<file path="src/hw/rtl/sfrp_pkg.sv">
// ---------------------------------------------------------------------------
// sfrp_pkg
// Shared types, opcodes and flash command bytes for the record/play sequencer.
// ---------------------------------------------------------------------------
package sfrp_pkg;

    localparam int PAGE_BYTES_DEF   = 256;
    localparam int ADDRESS_BITS_DEF = 24;
    localparam int ADDR_MAX_W       = 24;
    localparam int CMD_DEPTH        = 4;
    localparam int STEP_W           = 3;

    // input operations
    localparam logic [2:0] OP_REC_START  = 3'd0;
    localparam logic [2:0] OP_STATUS     = 3'd1;
    localparam logic [2:0] OP_SAMPLE     = 3'd2;
    localparam logic [2:0] OP_STOP       = 3'd3;
    localparam logic [2:0] OP_PLAY_START = 3'd4;
    localparam logic [2:0] OP_READ_REPLY = 3'd5;

    // flash command bytes
    localparam logic [7:0] FL_WREN    = 8'h06;
    localparam logic [7:0] FL_RDSR    = 8'h05;
    localparam logic [7:0] FL_ERASE   = 8'hC7;
    localparam logic [7:0] FL_PROGRAM = 8'h02;
    localparam logic [7:0] FL_READ    = 8'h03;
    localparam logic [7:0] FL_DUMMY   = 8'hFF;
    localparam logic [7:0] FL_ZERO    = 8'h00;

    // returned byte kinds
    localparam logic [1:0] RK_NONE   = 2'd0;
    localparam logic [1:0] RK_STATUS = 2'd1;
    localparam logic [1:0] RK_DATA   = 2'd2;

    typedef enum logic [3:0] {
        SEQ_WEL         = 4'd0,
        SEQ_POLL        = 4'd1,
        SEQ_ERASE       = 4'd2,
        SEQ_RELEASE     = 4'd3,
        SEQ_PROG        = 4'd4,
        SEQ_SAMPLE      = 4'd5,
        SEQ_SAMPLE_LAST = 4'd6,
        SEQ_PLAY        = 4'd7,
        SEQ_READ        = 4'd8
    } t_seq;

    typedef struct packed {
        t_seq                  seq;
        logic [ADDR_MAX_W-1:0] addr;
        logic [7:0]            data;
        logic                  erase;
        logic                  record;
    } t_cmd;

    typedef struct packed {
        logic [7:0] tx_byte;
        logic       has_byte;
        logic       frame_start;
        logic       frame_end;
        logic [1:0] reply_kind;
        logic [6:0] pwm_duty;
        logic       pwm_update;
        logic       erase_active;
        logic       record_active;
        logic       last;
    } t_result;

    function automatic logic [STEP_W-1:0] seq_len(input t_seq seq);
        logic [STEP_W-1:0] len;
        unique case (seq)
            SEQ_WEL:         len = 3'd3;
            SEQ_POLL:        len = 3'd2;
            SEQ_ERASE:       len = 3'd3;
            SEQ_RELEASE:     len = 3'd1;
            SEQ_PROG:        len = 3'd4;
            SEQ_SAMPLE:      len = 3'd1;
            SEQ_SAMPLE_LAST: len = 3'd3;
            SEQ_PLAY:        len = 3'd5;
            SEQ_READ:        len = 3'd1;
            default:         len = 3'd1;
        endcase
        return len;
    endfunction

endpackage

</file>
<file path="src/hw/rtl/sfrp_front.sv">
// ---------------------------------------------------------------------------
// sfrp_front
// Tracks the record/play phase; each item gives at most one command sequence.
// ---------------------------------------------------------------------------
module sfrp_front #(
    parameter int PAGE_BYTES   = sfrp_pkg::PAGE_BYTES_DEF,
    parameter int ADDRESS_BITS = sfrp_pkg::ADDRESS_BITS_DEF
) (
    input  logic           i_clk,
    input  logic           i_rst_n,
    input  logic           i_accept,
    input  logic [2:0]     i_operation,
    input  logic [7:0]     i_sample,
    input  logic [7:0]     i_reply_byte,
    output logic           o_cmd_valid,
    output sfrp_pkg::t_cmd o_cmd
);

    localparam int CNT_W = $clog2(PAGE_BYTES);

    typedef enum logic [6:0] {
        PH_IDLE       = 7'b0000001,
        PH_ERASE_WEL  = 7'b0000010,
        PH_ERASE_POLL = 7'b0000100,
        PH_PAGE_WEL   = 7'b0001000,
        PH_PAGE_DATA  = 7'b0010000,
        PH_PAGE_POLL  = 7'b0100000,
        PH_PLAY       = 7'b1000000
    } t_phase;

    t_phase                  r_phase, n_phase;
    logic [ADDRESS_BITS-1:0] r_page_addr, n_page_addr;
    logic [CNT_W-1:0]        r_byte_cnt, n_byte_cnt;
    logic                    r_stop, n_stop;
    logic                    busy;
    logic                    gen;
    sfrp_pkg::t_seq          seq;

    assign busy = i_reply_byte[0];

    always_comb begin
        n_phase     = r_phase;
        n_page_addr = r_page_addr;
        n_byte_cnt  = r_byte_cnt;
        n_stop      = r_stop;
        gen         = 1'b0;
        seq         = sfrp_pkg::SEQ_POLL;
        unique case (i_operation)
            sfrp_pkg::OP_REC_START: begin
                if (r_phase == PH_IDLE) begin
                    n_stop      = 1'b0;
                    n_byte_cnt  = '0;
                    n_page_addr = '0;
                    n_phase     = PH_ERASE_WEL;
                    gen         = 1'b1;
                    seq         = sfrp_pkg::SEQ_WEL;
                end
            end
            sfrp_pkg::OP_STATUS: begin
                priority if (r_phase == PH_ERASE_WEL) begin
                    gen = 1'b1;
                    if (!busy) begin
                        seq     = sfrp_pkg::SEQ_ERASE;
                        n_phase = PH_ERASE_POLL;
                    end
                end else if (r_phase == PH_ERASE_POLL || r_phase == PH_PAGE_POLL) begin
                    gen = 1'b1;
                    priority if (busy) begin
                        seq = sfrp_pkg::SEQ_POLL;
                    end else if (r_stop) begin
                        seq        = sfrp_pkg::SEQ_RELEASE;
                        n_phase    = PH_IDLE;
                        n_stop     = 1'b0;
                        n_byte_cnt = '0;
                    end else begin
                        seq     = sfrp_pkg::SEQ_WEL;
                        n_phase = PH_PAGE_WEL;
                    end
                end else if (r_phase == PH_PAGE_WEL) begin
                    gen = 1'b1;
                    if (!busy) begin
                        seq        = sfrp_pkg::SEQ_PROG;
                        n_byte_cnt = '0;
                        n_phase    = PH_PAGE_DATA;
                    end
                end else begin
                    gen = 1'b0;
                end
            end
            sfrp_pkg::OP_SAMPLE: begin
                if (r_phase == PH_PAGE_DATA) begin
                    gen = 1'b1;
                    if (r_byte_cnt == CNT_W'(PAGE_BYTES - 1)) begin
                        seq         = sfrp_pkg::SEQ_SAMPLE_LAST;
                        n_byte_cnt  = '0;
                        n_page_addr = r_page_addr + ADDRESS_BITS'(PAGE_BYTES);
                        n_phase     = PH_PAGE_POLL;
                    end else begin
                        seq        = sfrp_pkg::SEQ_SAMPLE;
                        n_byte_cnt = r_byte_cnt + 1'b1;
                    end
                end
            end
            sfrp_pkg::OP_STOP: begin
                priority if (r_phase == PH_PLAY) begin
                    gen     = 1'b1;
                    seq     = sfrp_pkg::SEQ_RELEASE;
                    n_phase = PH_IDLE;
                end else if (r_phase != PH_IDLE) begin
                    n_stop = 1'b1;
                end else begin
                    gen = 1'b0;
                end
            end
            sfrp_pkg::OP_PLAY_START: begin
                if (r_phase == PH_IDLE) begin
                    gen     = 1'b1;
                    seq     = sfrp_pkg::SEQ_PLAY;
                    n_phase = PH_PLAY;
                end
            end
            sfrp_pkg::OP_READ_REPLY: begin
                if (r_phase == PH_PLAY) begin
                    gen = 1'b1;
                    seq = sfrp_pkg::SEQ_READ;
                end
            end
            default: begin
                gen = 1'b0;
            end
        endcase
    end

    always_comb begin
        o_cmd_valid  = i_accept && gen;
        o_cmd.seq    = seq;
        o_cmd.addr   = sfrp_pkg::ADDR_MAX_W'(r_page_addr);
        o_cmd.data   = (i_operation == sfrp_pkg::OP_READ_REPLY) ? i_reply_byte : i_sample;
        o_cmd.erase  = (n_phase == PH_ERASE_WEL) || (n_phase == PH_ERASE_POLL);
        o_cmd.record = (n_phase == PH_PAGE_WEL) || (n_phase == PH_PAGE_DATA)
                    || (n_phase == PH_PAGE_POLL);
    end

    always_ff @(posedge i_clk) begin
        if (!i_rst_n) begin
            r_phase     <= PH_IDLE;
            r_page_addr <= '0;
            r_byte_cnt  <= '0;
            r_stop      <= 1'b0;
        end else if (i_accept) begin
            r_phase     <= n_phase;
            r_page_addr <= n_page_addr;
            r_byte_cnt  <= n_byte_cnt;
            r_stop      <= n_stop;
        end
    end

endmodule

</file>
<file path="src/hw/rtl/sfrp_cmd_queue.sv">
// ---------------------------------------------------------------------------
// sfrp_cmd_queue
// Short command queue between the front and the back end.
// ---------------------------------------------------------------------------
module sfrp_cmd_queue (
    input  logic           i_clk,
    input  logic           i_rst_n,
    input  logic           i_wr,
    input  sfrp_pkg::t_cmd i_wr_cmd,
    output logic           o_full,
    input  logic           i_rd,
    output logic           o_valid,
    output sfrp_pkg::t_cmd o_cmd
);

    localparam int DEPTH = sfrp_pkg::CMD_DEPTH;
    localparam int PTR_W = $clog2(DEPTH);
    localparam int CNT_W = $clog2(DEPTH + 1);

    sfrp_pkg::t_cmd   r_mem [DEPTH];
    logic [PTR_W-1:0] r_wr_ptr, n_wr_ptr;
    logic [PTR_W-1:0] r_rd_ptr, n_rd_ptr;
    logic [CNT_W-1:0] r_count, n_count;
    logic             wr_en, rd_en;

    assign o_full  = (r_count == CNT_W'(DEPTH));
    assign o_valid = (r_count != '0);
    assign o_cmd   = r_mem[r_rd_ptr];
    assign wr_en   = i_wr && !o_full;
    assign rd_en   = i_rd && o_valid;

    always_comb begin
        n_wr_ptr = r_wr_ptr;
        n_rd_ptr = r_rd_ptr;
        n_count  = r_count;
        if (wr_en) begin
            n_wr_ptr = (r_wr_ptr == PTR_W'(DEPTH - 1)) ? '0 : r_wr_ptr + 1'b1;
        end
        if (rd_en) begin
            n_rd_ptr = (r_rd_ptr == PTR_W'(DEPTH - 1)) ? '0 : r_rd_ptr + 1'b1;
        end
        if (wr_en && !rd_en) begin
            n_count = r_count + 1'b1;
        end else if (rd_en && !wr_en) begin
            n_count = r_count - 1'b1;
        end
    end

    always_ff @(posedge i_clk) begin
        if (wr_en) begin
            r_mem[r_wr_ptr] <= i_wr_cmd;
        end
    end

    always_ff @(posedge i_clk) begin
        if (!i_rst_n) begin
            r_wr_ptr <= '0;
            r_rd_ptr <= '0;
            r_count  <= '0;
        end else begin
            r_wr_ptr <= n_wr_ptr;
            r_rd_ptr <= n_rd_ptr;
            r_count  <= n_count;
        end
    end

`ifndef SYNTH
    a_count_bound: assert property (@(posedge i_clk) disable iff (!i_rst_n)
        r_count <= CNT_W'(DEPTH))
        else $error("command queue count above depth");

    a_no_empty_read: assert property (@(posedge i_clk) disable iff (!i_rst_n)
        i_rd |-> o_valid)
        else $error("back end popped an empty command queue");

    a_count_tracks: assert property (@(posedge i_clk) disable iff (!i_rst_n)
        (wr_en && !rd_en) |=> (r_count == $past(r_count) + 1'b1))
        else $error("command queue count lost a write");
`endif

endmodule

</file>
<file path="src/hw/rtl/sfrp_back.sv">
// ---------------------------------------------------------------------------
// sfrp_back
// Expands queued commands into SPI byte results, one per cycle unless stalled.
// ---------------------------------------------------------------------------
module sfrp_back (
    input  logic              i_clk,
    input  logic              i_rst_n,
    input  logic              i_cmd_valid,
    input  sfrp_pkg::t_cmd    i_cmd,
    output logic              o_cmd_rd,
    input  logic              i_pop,
    output logic              o_out_valid,
    output sfrp_pkg::t_result o_out
);

    localparam int SW = sfrp_pkg::STEP_W;

    logic [SW-1:0]     r_step;
    logic              r_out_valid;
    sfrp_pkg::t_result r_out;
    sfrp_pkg::t_result res;
    logic              advance;
    logic              step_last;
    logic              poll_ff;

    assign advance   = i_cmd_valid && (!r_out_valid || i_pop);
    assign step_last = (r_step == sfrp_pkg::seq_len(i_cmd.seq) - 1'b1);
    assign o_cmd_rd  = advance && step_last;

    // second byte of a status poll sits at the last step of every sequence that polls
    assign poll_ff = step_last;

    always_comb begin
        res               = '0;
        res.erase_active  = i_cmd.erase;
        res.record_active = i_cmd.record;
        res.last          = step_last;
        unique case (i_cmd.seq)
            sfrp_pkg::SEQ_WEL, sfrp_pkg::SEQ_ERASE, sfrp_pkg::SEQ_SAMPLE_LAST,
            sfrp_pkg::SEQ_POLL: begin
                res.has_byte = 1'b1;
                priority if (r_step == '0 && i_cmd.seq != sfrp_pkg::SEQ_POLL) begin
                    res.frame_end = 1'b1;
                    if (i_cmd.seq == sfrp_pkg::SEQ_WEL) begin
                        res.tx_byte     = sfrp_pkg::FL_WREN;
                        res.frame_start = 1'b1;
                    end else if (i_cmd.seq == sfrp_pkg::SEQ_ERASE) begin
                        res.tx_byte     = sfrp_pkg::FL_ERASE;
                        res.frame_start = 1'b1;
                    end else begin
                        res.tx_byte    = i_cmd.data;
                        res.pwm_duty   = i_cmd.data[7:1];
                        res.pwm_update = 1'b1;
                    end
                end else if (poll_ff) begin
                    res.tx_byte    = sfrp_pkg::FL_DUMMY;
                    res.frame_end  = 1'b1;
                    res.reply_kind = sfrp_pkg::RK_STATUS;
                end else begin
                    res.tx_byte     = sfrp_pkg::FL_RDSR;
                    res.frame_start = 1'b1;
                end
            end
            sfrp_pkg::SEQ_RELEASE: begin
                res.frame_end = 1'b1;
            end
            sfrp_pkg::SEQ_PROG: begin
                res.has_byte = 1'b1;
                unique case (r_step)
                    3'd0: begin
                        res.tx_byte     = sfrp_pkg::FL_PROGRAM;
                        res.frame_start = 1'b1;
                    end
                    3'd1:    res.tx_byte = i_cmd.addr[23:16];
                    3'd2:    res.tx_byte = i_cmd.addr[15:8];
                    default: res.tx_byte = i_cmd.addr[7:0];
                endcase
            end
            sfrp_pkg::SEQ_SAMPLE: begin
                res.has_byte   = 1'b1;
                res.tx_byte    = i_cmd.data;
                res.pwm_duty   = i_cmd.data[7:1];
                res.pwm_update = 1'b1;
            end
            sfrp_pkg::SEQ_PLAY: begin
                res.has_byte = 1'b1;
                priority if (r_step == '0) begin
                    res.tx_byte     = sfrp_pkg::FL_READ;
                    res.frame_start = 1'b1;
                end else if (step_last) begin
                    res.tx_byte    = sfrp_pkg::FL_DUMMY;
                    res.reply_kind = sfrp_pkg::RK_DATA;
                end else begin
                    res.tx_byte = sfrp_pkg::FL_ZERO;
                end
            end
            sfrp_pkg::SEQ_READ: begin
                res.has_byte   = 1'b1;
                res.tx_byte    = sfrp_pkg::FL_DUMMY;
                res.reply_kind = sfrp_pkg::RK_DATA;
                res.pwm_duty   = i_cmd.data[7:1];
                res.pwm_update = 1'b1;
            end
            default: begin
                res.frame_end = 1'b1;
            end
        endcase
    end

    always_ff @(posedge i_clk) begin
        if (advance) begin
            r_out <= res;
        end
    end

    always_ff @(posedge i_clk) begin
        if (!i_rst_n) begin
            r_step      <= '0;
            r_out_valid <= 1'b0;
        end else begin
            if (advance) begin
                r_step <= step_last ? '0 : r_step + 1'b1;
            end
            if (advance) begin
                r_out_valid <= 1'b1;
            end else if (i_pop) begin
                r_out_valid <= 1'b0;
            end
        end
    end

    assign o_out_valid = r_out_valid;
    assign o_out       = r_out;

endmodule

</file>
<file path="src/hw/rtl/serial_flash_record_play_sequencer.sv">
// ---------------------------------------------------------------------------
// serial_flash_record_play_sequencer
// SPI NOR flash record/play command sequencer: front phase tracker, command
// queue, and a back end that streams the SPI byte results.
// ---------------------------------------------------------------------------
// each item's command is queued, then its results are registered
// throughput: one result per cycle from the back end while the receiver pops;
//   an item yields 0 to 5 results, set by the back end's byte sequencer
// input is taken every cycle while the four-entry command queue has room
// reset (sync, active low): idle phase, address and counters zero, queues empty
module serial_flash_record_play_sequencer #(
    parameter int PAGE_BYTES   = sfrp_pkg::PAGE_BYTES_DEF,
    parameter int ADDRESS_BITS = sfrp_pkg::ADDRESS_BITS_DEF
) (
    input  logic       i_clk,
    input  logic       i_rst_n,
    input  logic       push,
    output logic       full,
    input  logic [2:0] i_operation,
    input  logic [7:0] i_sample,
    input  logic [7:0] i_reply_byte,
    output logic       empty,
    input  logic       pop,
    output logic [7:0] o_tx_byte,
    output logic       o_has_byte,
    output logic       o_frame_start,
    output logic       o_frame_end,
    output logic [1:0] o_reply_kind,
    output logic [6:0] o_pwm_duty,
    output logic       o_pwm_update,
    output logic       o_erase_active,
    output logic       o_record_active,
    output logic       o_last
);

    logic              accept;
    logic              fe_cmd_valid;
    sfrp_pkg::t_cmd    fe_cmd;
    logic              q_valid;
    sfrp_pkg::t_cmd    q_cmd;
    logic              q_rd;
    logic              out_valid;
    sfrp_pkg::t_result out;

    assign accept = push && !full;

    sfrp_front #(
        .PAGE_BYTES   (PAGE_BYTES),
        .ADDRESS_BITS (ADDRESS_BITS)
    ) u_front (
        .i_clk        (i_clk),
        .i_rst_n      (i_rst_n),
        .i_accept     (accept),
        .i_operation  (i_operation),
        .i_sample     (i_sample),
        .i_reply_byte (i_reply_byte),
        .o_cmd_valid  (fe_cmd_valid),
        .o_cmd        (fe_cmd)
    );

    sfrp_cmd_queue u_queue (
        .i_clk    (i_clk),
        .i_rst_n  (i_rst_n),
        .i_wr     (fe_cmd_valid),
        .i_wr_cmd (fe_cmd),
        .o_full   (full),
        .i_rd     (q_rd),
        .o_valid  (q_valid),
        .o_cmd    (q_cmd)
    );

    sfrp_back u_back (
        .i_clk       (i_clk),
        .i_rst_n     (i_rst_n),
        .i_cmd_valid (q_valid),
        .i_cmd       (q_cmd),
        .o_cmd_rd    (q_rd),
        .i_pop       (pop),
        .o_out_valid (out_valid),
        .o_out       (out)
    );

    assign empty           = !out_valid;
    assign o_tx_byte       = out.tx_byte;
    assign o_has_byte      = out.has_byte;
    assign o_frame_start   = out.frame_start;
    assign o_frame_end     = out.frame_end;
    assign o_reply_kind    = out.reply_kind;
    assign o_pwm_duty      = out.pwm_duty;
    assign o_pwm_update    = out.pwm_update;
    assign o_erase_active  = out.erase_active;
    assign o_record_active = out.record_active;
    assign o_last          = out.last;

endmodule

</file>
<file path="config.mk">
export PLATFORM = sky130hd
export DESIGN_NAME = serial_flash_record_play_sequencer
export DESIGN_NICKNAME = d
export VERILOG_FILES = /design/src/hw/rtl/sfrp_pkg.sv /design/src/hw/rtl/sfrp_front.sv /design/src/hw/rtl/sfrp_cmd_queue.sv /design/src/hw/rtl/sfrp_back.sv /design/src/hw/rtl/serial_flash_record_play_sequencer.sv
export SDC_FILE = /design/constraint.sdc
export NUM_CORES = 1
export LEC_CHECK = 0
export BUFFER_PORTS_ARGS = -buffer_cell sky130_fd_sc_hd__buf_2
export CORE_MARGIN = 2
export CORE_UTILIZATION = 40
export CTS_CLUSTER_DIAMETER = 100
export DETAILED_ROUTE_END_ITERATION = 8
export HOLD_SLACK_MARGIN = 0.06
export PLACE_DENSITY = 0.53
export SETUP_SLACK_MARGIN = 0.2
export SYNTH_ARGS = -nofsm -noshare
export SYNTH_HDL_FRONTEND = slang
export SYNTH_SLANG_ARGS = --single-unit
</file>
<file path="constraint.sdc">
create_clock -name i_clk -period 5.9 [get_ports i_clk]
set_input_delay 1.18 -clock i_clk [delete_from_list [all_inputs] [get_ports i_clk]]
set_output_delay 1.18 -clock i_clk [all_outputs]
set_load 0.01 [all_outputs]
</file>
==> qor.yml <==
place:
  place.gp.congestion: 0.874
  portBuffers: 48
  dp.cells: 972
  dp_slack_ns: 1.43
  postPlaceCellArea_um2: 9220
  hpwl_um: 13000
finish:
  instances_no_fill: 1004
  stdcell_area_um2: 9780
  diodes: 0
  num-nets-final: 754
  area_delta_synth_final_pct: 11.8
  final_layout_size_suffix_gt1_frac: 0.199
grt:
  gr-total-overflow: 0
  grt_max_degree: 31
  grt_util_all_layers: 0.167
  grt_pass1_vias: 5488
  grt_pass1_wl_um: 30200
  antenna_found_initial: 0
power:
  vdd_ir_drop_max_mv: 0.170
  leakagePower_nw: 3.39
  pwr_density_cell_nw_per_um2: 375
clock_network:
  cts_setup_buffers: 0
  cts_buffer_depth: 2
  htree_levels: 4
  cts_hold_buffers: 0
  cts-buffers-inserted: 17
  cts_sinks: 189
  clock_latency_ns: 0.43
  post_cts_resize_count: 0
  clkSlewWorstSetupHoldPaths_ns: 0.07
  cts_root_buffer: "clkbuf_16"
  cts_tree: "built"
setup_path:
  cp.required_ns: 6.25
  cp-end-kind: "flop"
  criticalPathCategory: "reg2reg"
  critPathLaunchType: "flop"
  cp.arrival_ns: 4.80
  critPathMaxFanout: 15
  reg2regPathDepth: 17
  rr_endpoint: "u_queue.r_count[2]"
  worst-r2r-setup-slack_ns: 1.45
sta:
  rsz0062_at_grt: "no"
  fin_tns_setup_ns: 0
  slew_violations: 0
  timing.fmax_mhz: 225
  setup_viol: 0
  min_period_ns: 4.45
  fin_hold_ws_ns: 0.477
  fin_ws_ns: 1.45
  tightest_slew_ns: 1.04
  fin_crit_sh: 0.753
  hold_violations: 0
  clock_skew_ns: 0.0119
  max_slew_margin: 0.308
floorplan:
  core_um2: 21600
  pin_count: 49
  die_w_um: 152
  fp.dieH_um: 152
  start_util: 0.405
  dieArea_um2: 23100
  num_rows: 54
status:
  status: "completed"
yosys:
  syn_area_per_cell_um2: 13.0
  synth_flop_cell: "edfxtp_1"
  synth_enable_flop_cells: 144
  syn_nets: 717
  syn_area_um2: 8750
  yosys_warnings: 0
  synthCells: 674
  synth_cell_types: 67
  seq_area_frac_synth: 0.597
  synth-seq-cells: 189
  ys_async_sr_fraction: 0
worst_hold_path:
  hold_end: "u_front.r_byte_cnt[1]"
  min_delay_path_depth: 2
  hp-class: "reg2reg"
  hp-start: "u_front.r_byte_cnt[1]"
routing:
  viasPerCell: 5.57
  drt_iter0_markers: 346
  wl_per_cell_um: 18.9
  wirelength_um: 18900
  vias: 5589
  final_antenna_net_count: 0
  drc: 0
  drtPass1Iterations: 4
job:
  cap_violations: 0
==> worst max path at each step <==
stage / from / to / slack, ns
finish: flop / u_queue.r_count[2] / 1.45
global route: flop / u_queue.r_count[2] / 1.05
CTS: flop / u_queue.r_count[2] / 1.42
detailed placement: flop / u_queue.r_count[2] / 1.43
global placement: flop / u_queue.r_count[2] / 1.59
floorplan: flop / u_queue.r_count[2] / 1.53
==> sequential cells by signal (all words and copies together) (netlist names), named ones only <==
name	flops
u_back.o_out_valid	1
u_back.r_step	3
u_front.r_phase	7
u_queue.r_rd_ptr	2
u_front.r_page_addr	16
u_queue.r_count	3
u_front.r_stop	1
u_back.o_out	24
u_queue.r_wr_ptr	2
u_queue.r_mem	120
u_front.r_byte_cnt	8
==> layer usage <==
layer  vias up  global-route usage  share of wire
li1       2640                   -              -
met1      2777               0.223           0.46
met2       148               0.275           0.49
met3        24              0.0299          0.037
met4         0              0.0587          0.018
met5         -                   0              0
==> cells in the mapped netlist (6+ instances only) <==
library cell | n | area, µm²
a211o_1 | 6 | 52.6
a21oi_1 | 28 | 140
a22oi_1 | 9 | 67.6
and2_1 | 14 | 87.6
clkbuf_1 | 28 | 105
dfxtp_1 | 45 | 901
edfxtp_1 | 144 | 4320
ha_1 | 19 | 238
inv_1 | 22 | 82.6
mux2_2 | 8 | 90.1
mux2i_1 | 8 | 80.1
mux4_2 | 30 | 676
nand2_1 | 37 | 139
nand2b_1 | 6 | 37.5
nand3_1 | 23 | 115
nand4_1 | 9 | 56.3
nor2_1 | 53 | 199
nor3_1 | 12 | 60.1
o211ai_1 | 7 | 52.6
o21ai_0 | 26 | 130
o22ai_1 | 7 | 43.8
or3_1 | 13 | 81.3
or4_1 | 6 | 45.0
xor2_1 | 20 | 175
==> cells in the final DEF (no fill, tap or decap), drive strengths merged, types with 12 or more instances in the layout <==
| cell type | count |
|---|---|
| nor2 | 58 |
| edfxtp | 144 |
| mux4 | 30 |
| or3 | 14 |
| dfxtp | 45 |
| nand3 | 23 |
| a21oi | 29 |
| nand2 | 38 |
| o21ai | 26 |
| clkbuf | 20 |
| xor2 | 20 |
| ha | 19 |
| nor3 | 12 |
| buf | 54 |
| inv | 30 |
| and2 | 14 |
==> through the flow <==
| step | total power, mW | util |
|---|---|---|
| 2_1_floorplan | 2.34 | - |
| 3_3_place_gp | 2.61 | 0.427 |
| 3_5_place_dp | 2.62 | 0.427 |
| 4_1_cts | 3.71 | 0.452 |
| 5_1_grt | 3.85 | 0.452 |
| 6_report | 3.67 | 0.452 |
==> power by group <==
| group | switching [mW] | total [mW] | internal [mW] |
|---|---|---|---|
| Sequential | 0.0749 | 1.68 | 1.60 |
| Clock | 0.523 | 1.08 | 0.562 |
| Combinational | 0.554 | 0.908 | 0.355 |
| Total | 1.15 | 3.67 | 2.52 |
==> logic make-up (layout without fill, tap and decap cells) <==
kind of cell,after synthesis,in the layout,synth area share
and+or+nand+nor,219,219,0.134
buffers and inverters,58,108,0.0279
AOI/OAI and AO/OA,117,117,0.0898
adders and majority gates,20,20,0.0295
DFF,189,189,0.597
muxes,46,46,0.0967
xor gates and xnor gates,25,25,0.0250
==> worst max-delay path: stages (launching register included) <==
cell and delay, ns:
dfxtp_2 0.64, mux4_2 0.60, inv_1 0.18, ha_1 0.18, mux2i_1 0.09, nor2_1 0.11
ha_1 0.17, xor2_1 0.20, xnor2_1 0.09, nand4_1 0.45, inv_1 0.22, nand2_1 0.12
ha_1 0.20, inv_1 0.07, fa_1 0.42, xor2_1 0.17, or3_1 0.31, a21oi_1 0.14
==> cell type report <==
type / count / area, µm²
Clock buffer: 20 / 437
Timing Repair Buffer: 54 / 285
Tap cell: 280 / 350
Clock inverter: 12 / 123
Sequential cell: 189 / 5230
Inverter: 22 / 82.6
Fill cell: 1969 / 11800
Multi-Input combinational cell: 427 / 3280
No activity file was read; power rests on OpenSTA's default activity.
